===== src/hdl/arpr_pkg.sv =====
// Shared types, constants and the reply program for the ARP request responder.
// Used by the top level, arpr_rx and arpr_seq; depends on nothing else.
package arpr_pkg;

    // Captured header length and its address width.
    localparam int HDR_BYTES = 42;
    localparam int HDR_AW    = 6;

    // One program step per reply byte.
    localparam int STEP_W = 6;

    // Fixed bytes checked in the request and written into the reply.
    localparam logic [7:0] ETYPE_HI  = 8'h08;
    localparam logic [7:0] ETYPE_LO  = 8'h06;
    localparam logic [7:0] OPER_HI   = 8'h00;
    localparam logic [7:0] OPER_REQ  = 8'h01;
    localparam logic [7:0] OPER_REP  = 8'h02;

    // Header offsets of the bytes checked during capture.
    localparam int OFS_ETYPE_HI = 12;
    localparam int OFS_ETYPE_LO = 13;
    localparam int OFS_OPER_HI  = 20;
    localparam int OFS_OPER_LO  = 21;

    // Configuration register indexes.
    typedef enum logic
    {
        CFG_OWN_MAC = 1'b0,
        CFG_OWN_IP  = 1'b1
    } cfg_index_t;

    // Source of one reply byte.
    typedef enum logic [1:0]
    {
        SRC_HDR   = 2'd0,
        SRC_MAC   = 2'd1,
        SRC_IP    = 2'd2,
        SRC_CONST = 2'd3
    } src_t;

    // One control word: byte source, its argument, and the end-of-program mark.
    typedef struct packed
    {
        src_t       src;
        logic [7:0] arg;
        logic       last;
    } ctl_word_t;

    // Header store write request from the capture side.
    typedef struct packed
    {
        logic              en;
        logic [HDR_AW-1:0] addr;
        logic [7:0]        data;
    } hdr_wr_t;

    // Reply program ROM: one word per reply byte, in wire order.
    function automatic ctl_word_t ctl_rom(input logic [STEP_W-1:0] p);
        ctl_word_t  w;
        logic [7:0] p8;
        p8     = 8'(p);
        w.last = (p == STEP_W'(HDR_BYTES - 1));
        w.src  = SRC_CONST;
        w.arg  = 8'h00;
        priority if (p8 < 8'd6)
        begin
            // Destination: old Ethernet source.
            w.src = SRC_HDR;
            w.arg = p8 + 8'd6;
        end
        else if (p8 < 8'd12)
        begin
            w.src = SRC_MAC;
            w.arg = p8 - 8'd6;
        end
        else if (p8 == 8'd12)
        begin
            w.arg = ETYPE_HI;
        end
        else if (p8 == 8'd13)
        begin
            w.arg = ETYPE_LO;
        end
        else if (p8 < 8'd20)
        begin
            // Hardware type, protocol type and lengths are copied.
            w.src = SRC_HDR;
            w.arg = p8;
        end
        else if (p8 == 8'd20)
        begin
            w.arg = OPER_HI;
        end
        else if (p8 == 8'd21)
        begin
            w.arg = OPER_REP;
        end
        else if (p8 < 8'd28)
        begin
            w.src = SRC_MAC;
            w.arg = p8 - 8'd22;
        end
        else if (p8 < 8'd32)
        begin
            w.src = SRC_IP;
            w.arg = p8 - 8'd28;
        end
        else if (p8 < 8'd38)
        begin
            // Target MAC: old Ethernet source.
            w.src = SRC_HDR;
            w.arg = p8 - 8'd26;
        end
        else
        begin
            // Target IP: old ARP sender IP.
            w.src = SRC_HDR;
            w.arg = p8 - 8'd10;
        end
        return w;
    endfunction

endpackage


===== src/hdl/arp_request_responder.sv =====
// ARP request responder top level: configuration registers, header store,
// receive checker and reply sequencer. Depends on arpr_pkg, arpr_ram, arpr_rx, arpr_seq.
//
// Usage:
//   The slave stream (s_*) carries a received Ethernet frame, one byte per
//   word, with s_tlast on the final byte. The master stream (m_*) carries the
//   42-byte ARP reply, one byte per word, with m_tlast on the 42nd byte.
//   own_mac and own_ip are written through cfg_we/cfg_index/cfg_data; the user
//   writes them only while idle, which the block does not enforce. The receive
//   side takes one word per cycle while s_tready is high. When a frame that is an
//   ARP request of at least 42 bytes ends, s_tready drops while the reply program
//   runs: the sequencer issues one of its 42 steps per cycle unless the master
//   side stalls. The first reply word passes the step counter, the second stage
//   and the output word register; the rest follow at one word per cycle, set by
//   the header store read port, which serves one program step per cycle. A stall
//   on m_tready freezes the sequencer and holds the output word. Reset clears the
//   byte counter, the program state and both registers.
module arp_request_responder #(
    parameter int FRAME_MAX = 1500
) (
    input  logic        clk,
    input  logic        rst_n,
    // Configuration write port.
    input  logic        cfg_we,
    input  logic        cfg_index,
    input  logic [47:0] cfg_data,
    // Received frame.
    input  logic        s_tvalid,
    output logic        s_tready,
    input  logic [7:0]  s_tdata,   // [7:0] rx_byte
    input  logic        s_tlast,
    // Reply frame.
    output logic        m_tvalid,
    input  logic        m_tready,
    output logic [7:0]  m_tdata,   // [7:0] tx_byte
    output logic        m_tlast
);

    import arpr_pkg::*;

    logic [47:0]       own_mac_reg;
    logic [31:0]       own_ip_reg;
    logic              accept;
    hdr_wr_t           hdr_wr;
    logic              start;
    logic              active;
    logic              rd_en;
    logic [HDR_AW-1:0] rd_addr;
    logic [7:0]        rd_data;

    // Configuration registers.
    always_ff @(posedge clk or negedge rst_n)
    begin
        if (!rst_n)
        begin
            own_mac_reg <= '0;
            own_ip_reg  <= '0;
        end
        else if (cfg_we)
        begin
            unique case (cfg_index_t'(cfg_index))
                CFG_OWN_MAC: own_mac_reg <= cfg_data;
                CFG_OWN_IP:  own_ip_reg  <= cfg_data[31:0];
                default:     own_ip_reg  <= own_ip_reg;
            endcase
        end
    end

    // Input is held off while a reply program runs over the header store.
    assign s_tready = !active;
    assign accept   = s_tvalid && s_tready;

    arpr_rx #(
        .FRAME_MAX (FRAME_MAX)
    ) u_rx (
        .clk     (clk),
        .rst_n   (rst_n),
        .accept  (accept),
        .rx_byte (s_tdata),
        .rx_last (s_tlast),
        .hdr_wr  (hdr_wr),
        .start   (start)
    );

    arpr_ram #(
        .WIDTH (8),
        .DEPTH (HDR_BYTES)
    ) u_hdr_ram (
        .clk     (clk),
        .wr_en   (hdr_wr.en),
        .wr_addr (hdr_wr.addr),
        .wr_data (hdr_wr.data),
        .rd_en   (rd_en),
        .rd_addr (rd_addr),
        .rd_data (rd_data)
    );

    arpr_seq u_seq (
        .clk      (clk),
        .rst_n    (rst_n),
        .start    (start),
        .own_mac  (own_mac_reg),
        .own_ip   (own_ip_reg),
        .active   (active),
        .rd_en    (rd_en),
        .rd_addr  (rd_addr),
        .rd_data  (rd_data),
        .m_tvalid (m_tvalid),
        .m_tready (m_tready),
        .m_tdata  (m_tdata),
        .m_tlast  (m_tlast)
    );

endmodule


===== src/hdl/arpr_ram.sv =====
// Generic single-write, single-read RAM with a registered read port.
// Stand-alone; used for the captured frame header.
module arpr_ram #(
    parameter int WIDTH = 8,
    parameter int DEPTH = 42
) (
    input  logic                     clk,
    input  logic                     wr_en,
    input  logic [$clog2(DEPTH)-1:0] wr_addr,
    input  logic [WIDTH-1:0]         wr_data,
    input  logic                     rd_en,
    input  logic [$clog2(DEPTH)-1:0] rd_addr,
    output logic [WIDTH-1:0]         rd_data
);

    logic [WIDTH-1:0] mem [DEPTH];
    logic [WIDTH-1:0] rd_data_reg;

    // Write port.
    always_ff @(posedge clk)
    begin
        if (wr_en)
        begin
            mem[wr_addr] <= wr_data;
        end
    end

    // Registered read port.
    always_ff @(posedge clk)
    begin
        if (rd_en)
        begin
            rd_data_reg <= mem[rd_addr];
        end
    end

    assign rd_data = rd_data_reg;

endmodule


===== src/hdl/arpr_rx.sv =====
// Receive side: counts frame bytes, stores the first 42 and checks for an ARP request.
// Depends on arpr_pkg.
module arpr_rx #(
    parameter int FRAME_MAX = 1500
) (
    input  logic             clk,
    input  logic             rst_n,
    input  logic             accept,
    input  logic [7:0]       rx_byte,
    input  logic             rx_last,
    output arpr_pkg::hdr_wr_t hdr_wr,
    output logic             start
);

    import arpr_pkg::*;

    localparam int CW = $clog2(FRAME_MAX + 1);

    logic [CW-1:0] count_reg;
    logic [CW-1:0] count_next;
    logic [3:0]    match_reg;
    logic [3:0]    match_next;
    logic          counting;
    logic          enough;

    assign counting = (count_reg < CW'(FRAME_MAX));

    // Once the count reaches 41 the current byte makes the frame long enough;
    // a saturated count is always past the header.
    assign enough = (count_reg >= CW'(HDR_BYTES - 1));

    // Header store write for the first 42 bytes.
    always_comb
    begin
        hdr_wr.en   = accept && counting && (count_reg < CW'(HDR_BYTES));
        hdr_wr.addr = count_reg[HDR_AW-1:0];
        hdr_wr.data = rx_byte;
    end

    // Request detected at the last byte of the frame.
    assign start = accept && rx_last && enough && (&match_reg);

    // Byte counter and field match flags.
    always_comb
    begin
        count_next = count_reg;
        match_next = match_reg;
        if (accept)
        begin
            if (counting)
            begin
                count_next = count_reg + CW'(1);
                if ((count_reg == CW'(OFS_ETYPE_HI)) && (rx_byte == ETYPE_HI))
                begin
                    match_next[0] = 1'b1;
                end
                if ((count_reg == CW'(OFS_ETYPE_LO)) && (rx_byte == ETYPE_LO))
                begin
                    match_next[1] = 1'b1;
                end
                if ((count_reg == CW'(OFS_OPER_HI)) && (rx_byte == OPER_HI))
                begin
                    match_next[2] = 1'b1;
                end
                if ((count_reg == CW'(OFS_OPER_LO)) && (rx_byte == OPER_REQ))
                begin
                    match_next[3] = 1'b1;
                end
            end
            if (rx_last)
            begin
                count_next = '0;
                match_next = '0;
            end
        end
    end

    always_ff @(posedge clk or negedge rst_n)
    begin
        if (!rst_n)
        begin
            count_reg <= '0;
            match_reg <= '0;
        end
        else
        begin
            count_reg <= count_next;
            match_reg <= match_next;
        end
    end

endmodule


===== src/hdl/arpr_seq.sv =====
// Reply sequencer: steps through the program ROM, reads the header store and
// drives the output word register. Depends on arpr_pkg.
module arpr_seq (
    input  logic                        clk,
    input  logic                        rst_n,
    input  logic                        start,
    input  logic [47:0]                 own_mac,
    input  logic [31:0]                 own_ip,
    output logic                        active,
    output logic                        rd_en,
    output logic [arpr_pkg::HDR_AW-1:0] rd_addr,
    input  logic [7:0]                  rd_data,
    output logic                        m_tvalid,
    input  logic                        m_tready,
    output logic [7:0]                  m_tdata,
    output logic                        m_tlast
);

    import arpr_pkg::*;

    logic [STEP_W-1:0] pc_reg;
    logic [STEP_W-1:0] pc_next;
    logic              active_reg;
    logic              active_next;
    ctl_word_t         ctl;

    logic              s2_valid_reg;
    ctl_word_t         s2_ctl_reg;
    logic              out_valid_reg;
    logic [7:0]        out_byte_reg;
    logic              out_last_reg;
    logic              advance;
    logic [7:0]        sel_byte;

    // The whole pipeline moves together when the output word can be replaced.
    assign advance = !out_valid_reg || m_tready;
    assign ctl     = ctl_rom(pc_reg);
    assign active  = active_reg;
    assign rd_en   = advance;
    assign rd_addr = ctl.arg[HDR_AW-1:0];

    // Step counter and program run flag.
    always_comb
    begin
        pc_next     = pc_reg;
        active_next = active_reg;
        if (start)
        begin
            pc_next     = '0;
            active_next = 1'b1;
        end
        else if (active_reg && advance)
        begin
            if (ctl.last)
            begin
                active_next = 1'b0;
            end
            else
            begin
                pc_next = pc_reg + STEP_W'(1);
            end
        end
    end

    always_ff @(posedge clk or negedge rst_n)
    begin
        if (!rst_n)
        begin
            pc_reg     <= '0;
            active_reg <= 1'b0;
        end
        else
        begin
            pc_reg     <= pc_next;
            active_reg <= active_next;
        end
    end

    // Second stage: control word aligned with the header read data.
    always_ff @(posedge clk or negedge rst_n)
    begin
        if (!rst_n)
        begin
            s2_valid_reg <= 1'b0;
        end
        else if (advance)
        begin
            s2_valid_reg <= active_reg;
        end
    end

    always_ff @(posedge clk)
    begin
        if (advance)
        begin
            s2_ctl_reg <= ctl;
        end
    end

    // Byte select from the source named in the control word.
    always_comb
    begin
        unique case (s2_ctl_reg.src)
            SRC_HDR:   sel_byte = rd_data;
            SRC_MAC:   sel_byte = own_mac[(5 - int'(s2_ctl_reg.arg[2:0])) * 8 +: 8];
            SRC_IP:    sel_byte = own_ip[(3 - int'(s2_ctl_reg.arg[1:0])) * 8 +: 8];
            SRC_CONST: sel_byte = s2_ctl_reg.arg;
            default:   sel_byte = s2_ctl_reg.arg;
        endcase
    end

    // Output word register.
    always_ff @(posedge clk or negedge rst_n)
    begin
        if (!rst_n)
        begin
            out_valid_reg <= 1'b0;
        end
        else if (advance)
        begin
            out_valid_reg <= s2_valid_reg;
        end
    end

    always_ff @(posedge clk)
    begin
        if (advance)
        begin
            out_byte_reg <= sel_byte;
            out_last_reg <= s2_ctl_reg.last;
        end
    end

    assign m_tvalid = out_valid_reg;
    assign m_tdata  = out_byte_reg;
    assign m_tlast  = out_last_reg;

endmodule

===== config.mk =====
export PLATFORM = sky130hd
export DESIGN_NAME = arp_request_responder
export DESIGN_NICKNAME = d
export VERILOG_FILES = /design/src/hdl/arpr_pkg.sv /design/src/hdl/arp_request_responder.sv /design/src/hdl/arpr_ram.sv /design/src/hdl/arpr_rx.sv /design/src/hdl/arpr_seq.sv
export SDC_FILE = /design/constraint.sdc
export NUM_CORES = 1
export LEC_CHECK = 0
export ABC_AREA = 1
export BUFFER_PORTS_ARGS = -buffer_cell sky130_fd_sc_hd__buf_4
export CORE_ASPECT_RATIO = 1.25
export CORE_MARGIN = 2
export CORE_UTILIZATION = 62
export CTS_CLUSTER_DIAMETER = 120
export DETAILED_ROUTE_END_ITERATION = 12
export PLACE_DENSITY_LB_ADDON = 0.25
export REMOVE_ABC_BUFFERS = 1
export SYNTH_ARGS = -nofsm -noshare
export SYNTH_HDL_FRONTEND = slang
export SYNTH_HIERARCHICAL = 1
export SYNTH_SLANG_ARGS = --single-unit

===== constraint.sdc =====
create_clock -name clk -period 3.53 [get_ports clk]
set_clock_uncertainty 0.1 [all_clocks]
set_input_delay 1.059 -clock clk [delete_from_list [all_inputs] [get_ports clk]]
set_output_delay 1.059 -clock clk [all_outputs]
set_load 0.05 [all_outputs]

==> results_dict.tcl <==
set metrics [dict create \
    status "complete, no violations" \
    rrSetupSlack_ps 200 \
    worstPathRequired_ps 3740 \
    ioPinCount 74 \
    grt_pass1_wl_um 85200 \
    mostFrequentLayoutCells "678 x nand2_1, 367 x nand3_1, 364 x edfxtp_1" \
    place_ws_ps 3.99 \
    whs_ps 325 \
    swShare_pct 35.0 \
    cts_setup_buffers 0 \
    fmax_mhz 300 \
    finalSetupViolCount 0 \
    path_max_fanout 39 \
    clk_latency_ps 560 \
    gr-total-overflow 0 \
    post_synth_num_cell_types 42 \
    arrival_ps 3550 \
    cts_root_buffer "clkbuf_16" \
    netlist_instances 2125 \
    dp_hpwl_um 34600 \
    fillers 2440 \
    final_common_cell "nand2_1" \
    numPortBuffers 73 \
    wl_per_cell_um 20.5 \
    leakage_uw 0.00971 \
    synth_seq_cells 468 \
    cp-start-kind "flop" \
    final.setup.worst_slack_ps 197 \
    hp-start "u_seq/s2_ctl_reg[0]$_DFFE_PN_" \
    drv_slew 0 \
    cts_made_buffers 46 \
    muxShareOfSynthArea_pct 0 \
    clock-sinks 468 \
    dieArea_mm2 0.0356 \
    worstRegToRegCells 14 \
    relSlewSlack_pct 37.1 \
    hold_class "flop to flop" \
    synth.area.top_cells "edfxtp_1 52%, dfrtp_1 12%, nand2_1 12%" \
    path_clk_slew_ps 60 \
    synthAdderAreaFrac_pct 0.769 \
    reg2reg_to "u_hdr_ram/rd_data[4]$_DFFE_PP_" \
    avgViaCountPerCell 6.05 \
    antenna_found_initial 1 \
    layout-drive-gt1-share_pct 11.4 \
    synth_top_family_by_area "simple AND/OR/NAND/NOR gates" \
    ff_latch_area_mm2 0.0135 \
    grt_pass1_vias 15600 \
    yosysSeqAreaShare_pct 64.0 \
    cts_tree "done" \
    instances_no_fill 2651 \
    hold_depth 0 \
    core_area_mm2 0.0336 \
    period_share_pct 94.4 \
    rsz0062_at_grt "false" \
    drv_cap 0 \
    finalWirelength_um 54300 \
    syn_to_final_growth_pct 11.9 \
    synthXorXnorAreaFrac_pct 0.124 \
    max-vdd-ir-drop_mv 0.509 \
    grt_max_degree 105 \
    drc_errors 0 \
    drt.antenna.violating_nets 0 \
    rows 75 \
    p_sw_uw 5790 \
    place.gp.congestion 0.903 \
    regToRegStartpoint "u_seq/pc_reg[2]$_DFFE_PN0P_" \
    start_util_pct 63.0 \
    dp.cells 2570 \
    synth_warnings 6 \
    htree_levels 2 \
    drtIter0Drc 2245 \
    hold_violations 0 \
    multi_input_area_mm2 0.00647 \
    clockPowerShare_pct 29.8 \
    largest_reg_flops 336 \
    vias 16000 \
    grt_use_total_pct 30.8 \
    p_per_area_mw_per_mm2 699 \
    synth_top_area_share_pct 51.7 \
    period_minus_slack_ps 3330 \
    n_antenna_cell 0 \
    cts_buffer_depth 3 \
    die_h_um 211 \
    seqPwrFrac_pct 39.6 \
    synth_area_leader_cell "edfxtp_1" \
    intPower_uw 10700 \
    first_pass_iters 6 \
    comb_power_share_pct 30.6 \
    worst_pin_slew_ps 940 \
    syn_area_per_cell_um2 9.95 \
    synth_compound_area_share_pct 4.00 \
    endpoint_kind "flop" \
    path_class "flop to flop" \
    synth_area_mm2 0.0212 \
    holdPathEnd "u_seq/m_tlast$_DFFE_PN_" \
    synth_simple_gate_area_share_pct 25.5 \
    die_w_um 169 \
    nNetsFinal 2271 \
]
-- cells in the mapped netlist, drive strengths merged --
cell type    n
a2111oi      1
a211oi       1
a21boi       1
a21oi       14
a22oi        4
a41oi        1
buf        108
clkbuf      27
clkinv       1
dfrtp      104
edfxtp     364
ha          13
inv         84
nand2      683
nand3      375
nand4        7
nor2       197
nor3        15
nor3b        3
o2111ai      1
o211ai      25
o21ai       75
o21bai       1
o221ai       1
o22ai       12
o31ai        4
xnor2        1
xor2         2
-- cells by family (layout without fill, tap and decap cells) --
kind of cell / Yosys count / in the layout
AOI/OAI and AO/OA: 141 / 141
xor gates and xnor gates: 3 / 3
adders and majority gates: 13 / 13
buffers and inverters: 220 / 323
DFF: 468 / 468
and+or+nand+nor: 1280 / 1280
-- metrics by stage --
stage | setup TNS, ps | power (µW) | util [%] | instance area [µm²]
after floorplan | -66030 | 9680 | - | 20300
after global placement | 0 | 11500 | 65.9 | 22100
after detailed placement | 0 | 11600 | 65.9 | 22100
after CTS | 0 | 16500 | 70.4 | 23700
after global routing | 0 | 17200 | 70.4 | 23700
final | 0 | 16500 | 70.4 | 23700
-- final cells by class --
type                            instances  area share [%]
Sequential cell                       468            57.2
Inverter                               85            1.38
Tap cell                              423            2.24
Multi-Input combinational cell       1437            27.4
Timing Repair Buffer                  157            5.44
Clock buffer                           57            5.21
Clock inverter                         24            1.17
-- timing repair --
action                     in CTS  in global routing
hold endpoints to repair        0                  0
setup endpoints to repair       2                  7
resized for setup               1                  2
hold buffers                    0                  0
cloned                          0                  0
-- per-layer routing --
layer  track usage [%]  wire length (µm)
met4              11.4              2070
met2              52.7             26900
met5                 0                13
met3              4.19              4610
met1              40.7             20600
-- power by group through the flow --
stage | clock network, µW | logic, µW | registers, µW
global placement | 0 | 4860 | 6630
detailed placement | 0 | 4940 | 6640
CTS | 4980 | 4980 | 6530
global route | 5180 | 5460 | 6560
finish | 4930 | 5060 | 6540
floorplan | 0 | 2920 | 6760
-- critical path: stages (launching register included) --
cell,delay (ps)
dfrtp_1,470
ha_1,400
nor2_2,90
buf_4,150
nor2_1,180
nand2_1,130
o22ai_4,280
buf_4,490
nand3_1,210
nand3_1,140
nand2_1,70
nand2_1,70
nand3_1,130
nand3_1,120
nand2_1,50
-- how the worst max path moves through the flow --
stage,startpoint,end,slack (ps)
after global routing,u_seq/pc_reg[1]$_DFFE_PN0P_,u_hdr_ram/rd_data[6]$_DFFE_PP_,20
after global placement,u_seq/pc_reg[1]$_DFFE_PN0P_,u_hdr_ram/rd_data[1]$_DFFE_PP_,80
after detailed placement,u_seq/pc_reg[1]$_DFFE_PN0P_,u_hdr_ram/rd_data[5]$_DFFE_PP_,4
after CTS,u_seq/pc_reg[1]$_DFFE_PN0P_,u_hdr_ram/rd_data[5]$_DFFE_PP_,230
final,u_seq/pc_reg[2]$_DFFE_PN0P_,u_hdr_ram/rd_data[4]$_DFFE_PP_,200
after floorplan,u_seq/pc_reg[1]$_DFFE_PN0P_,u_hdr_ram/rd_data[2]$_DFFE_PP_,-7450
Power figures use the tool's default switching activity.
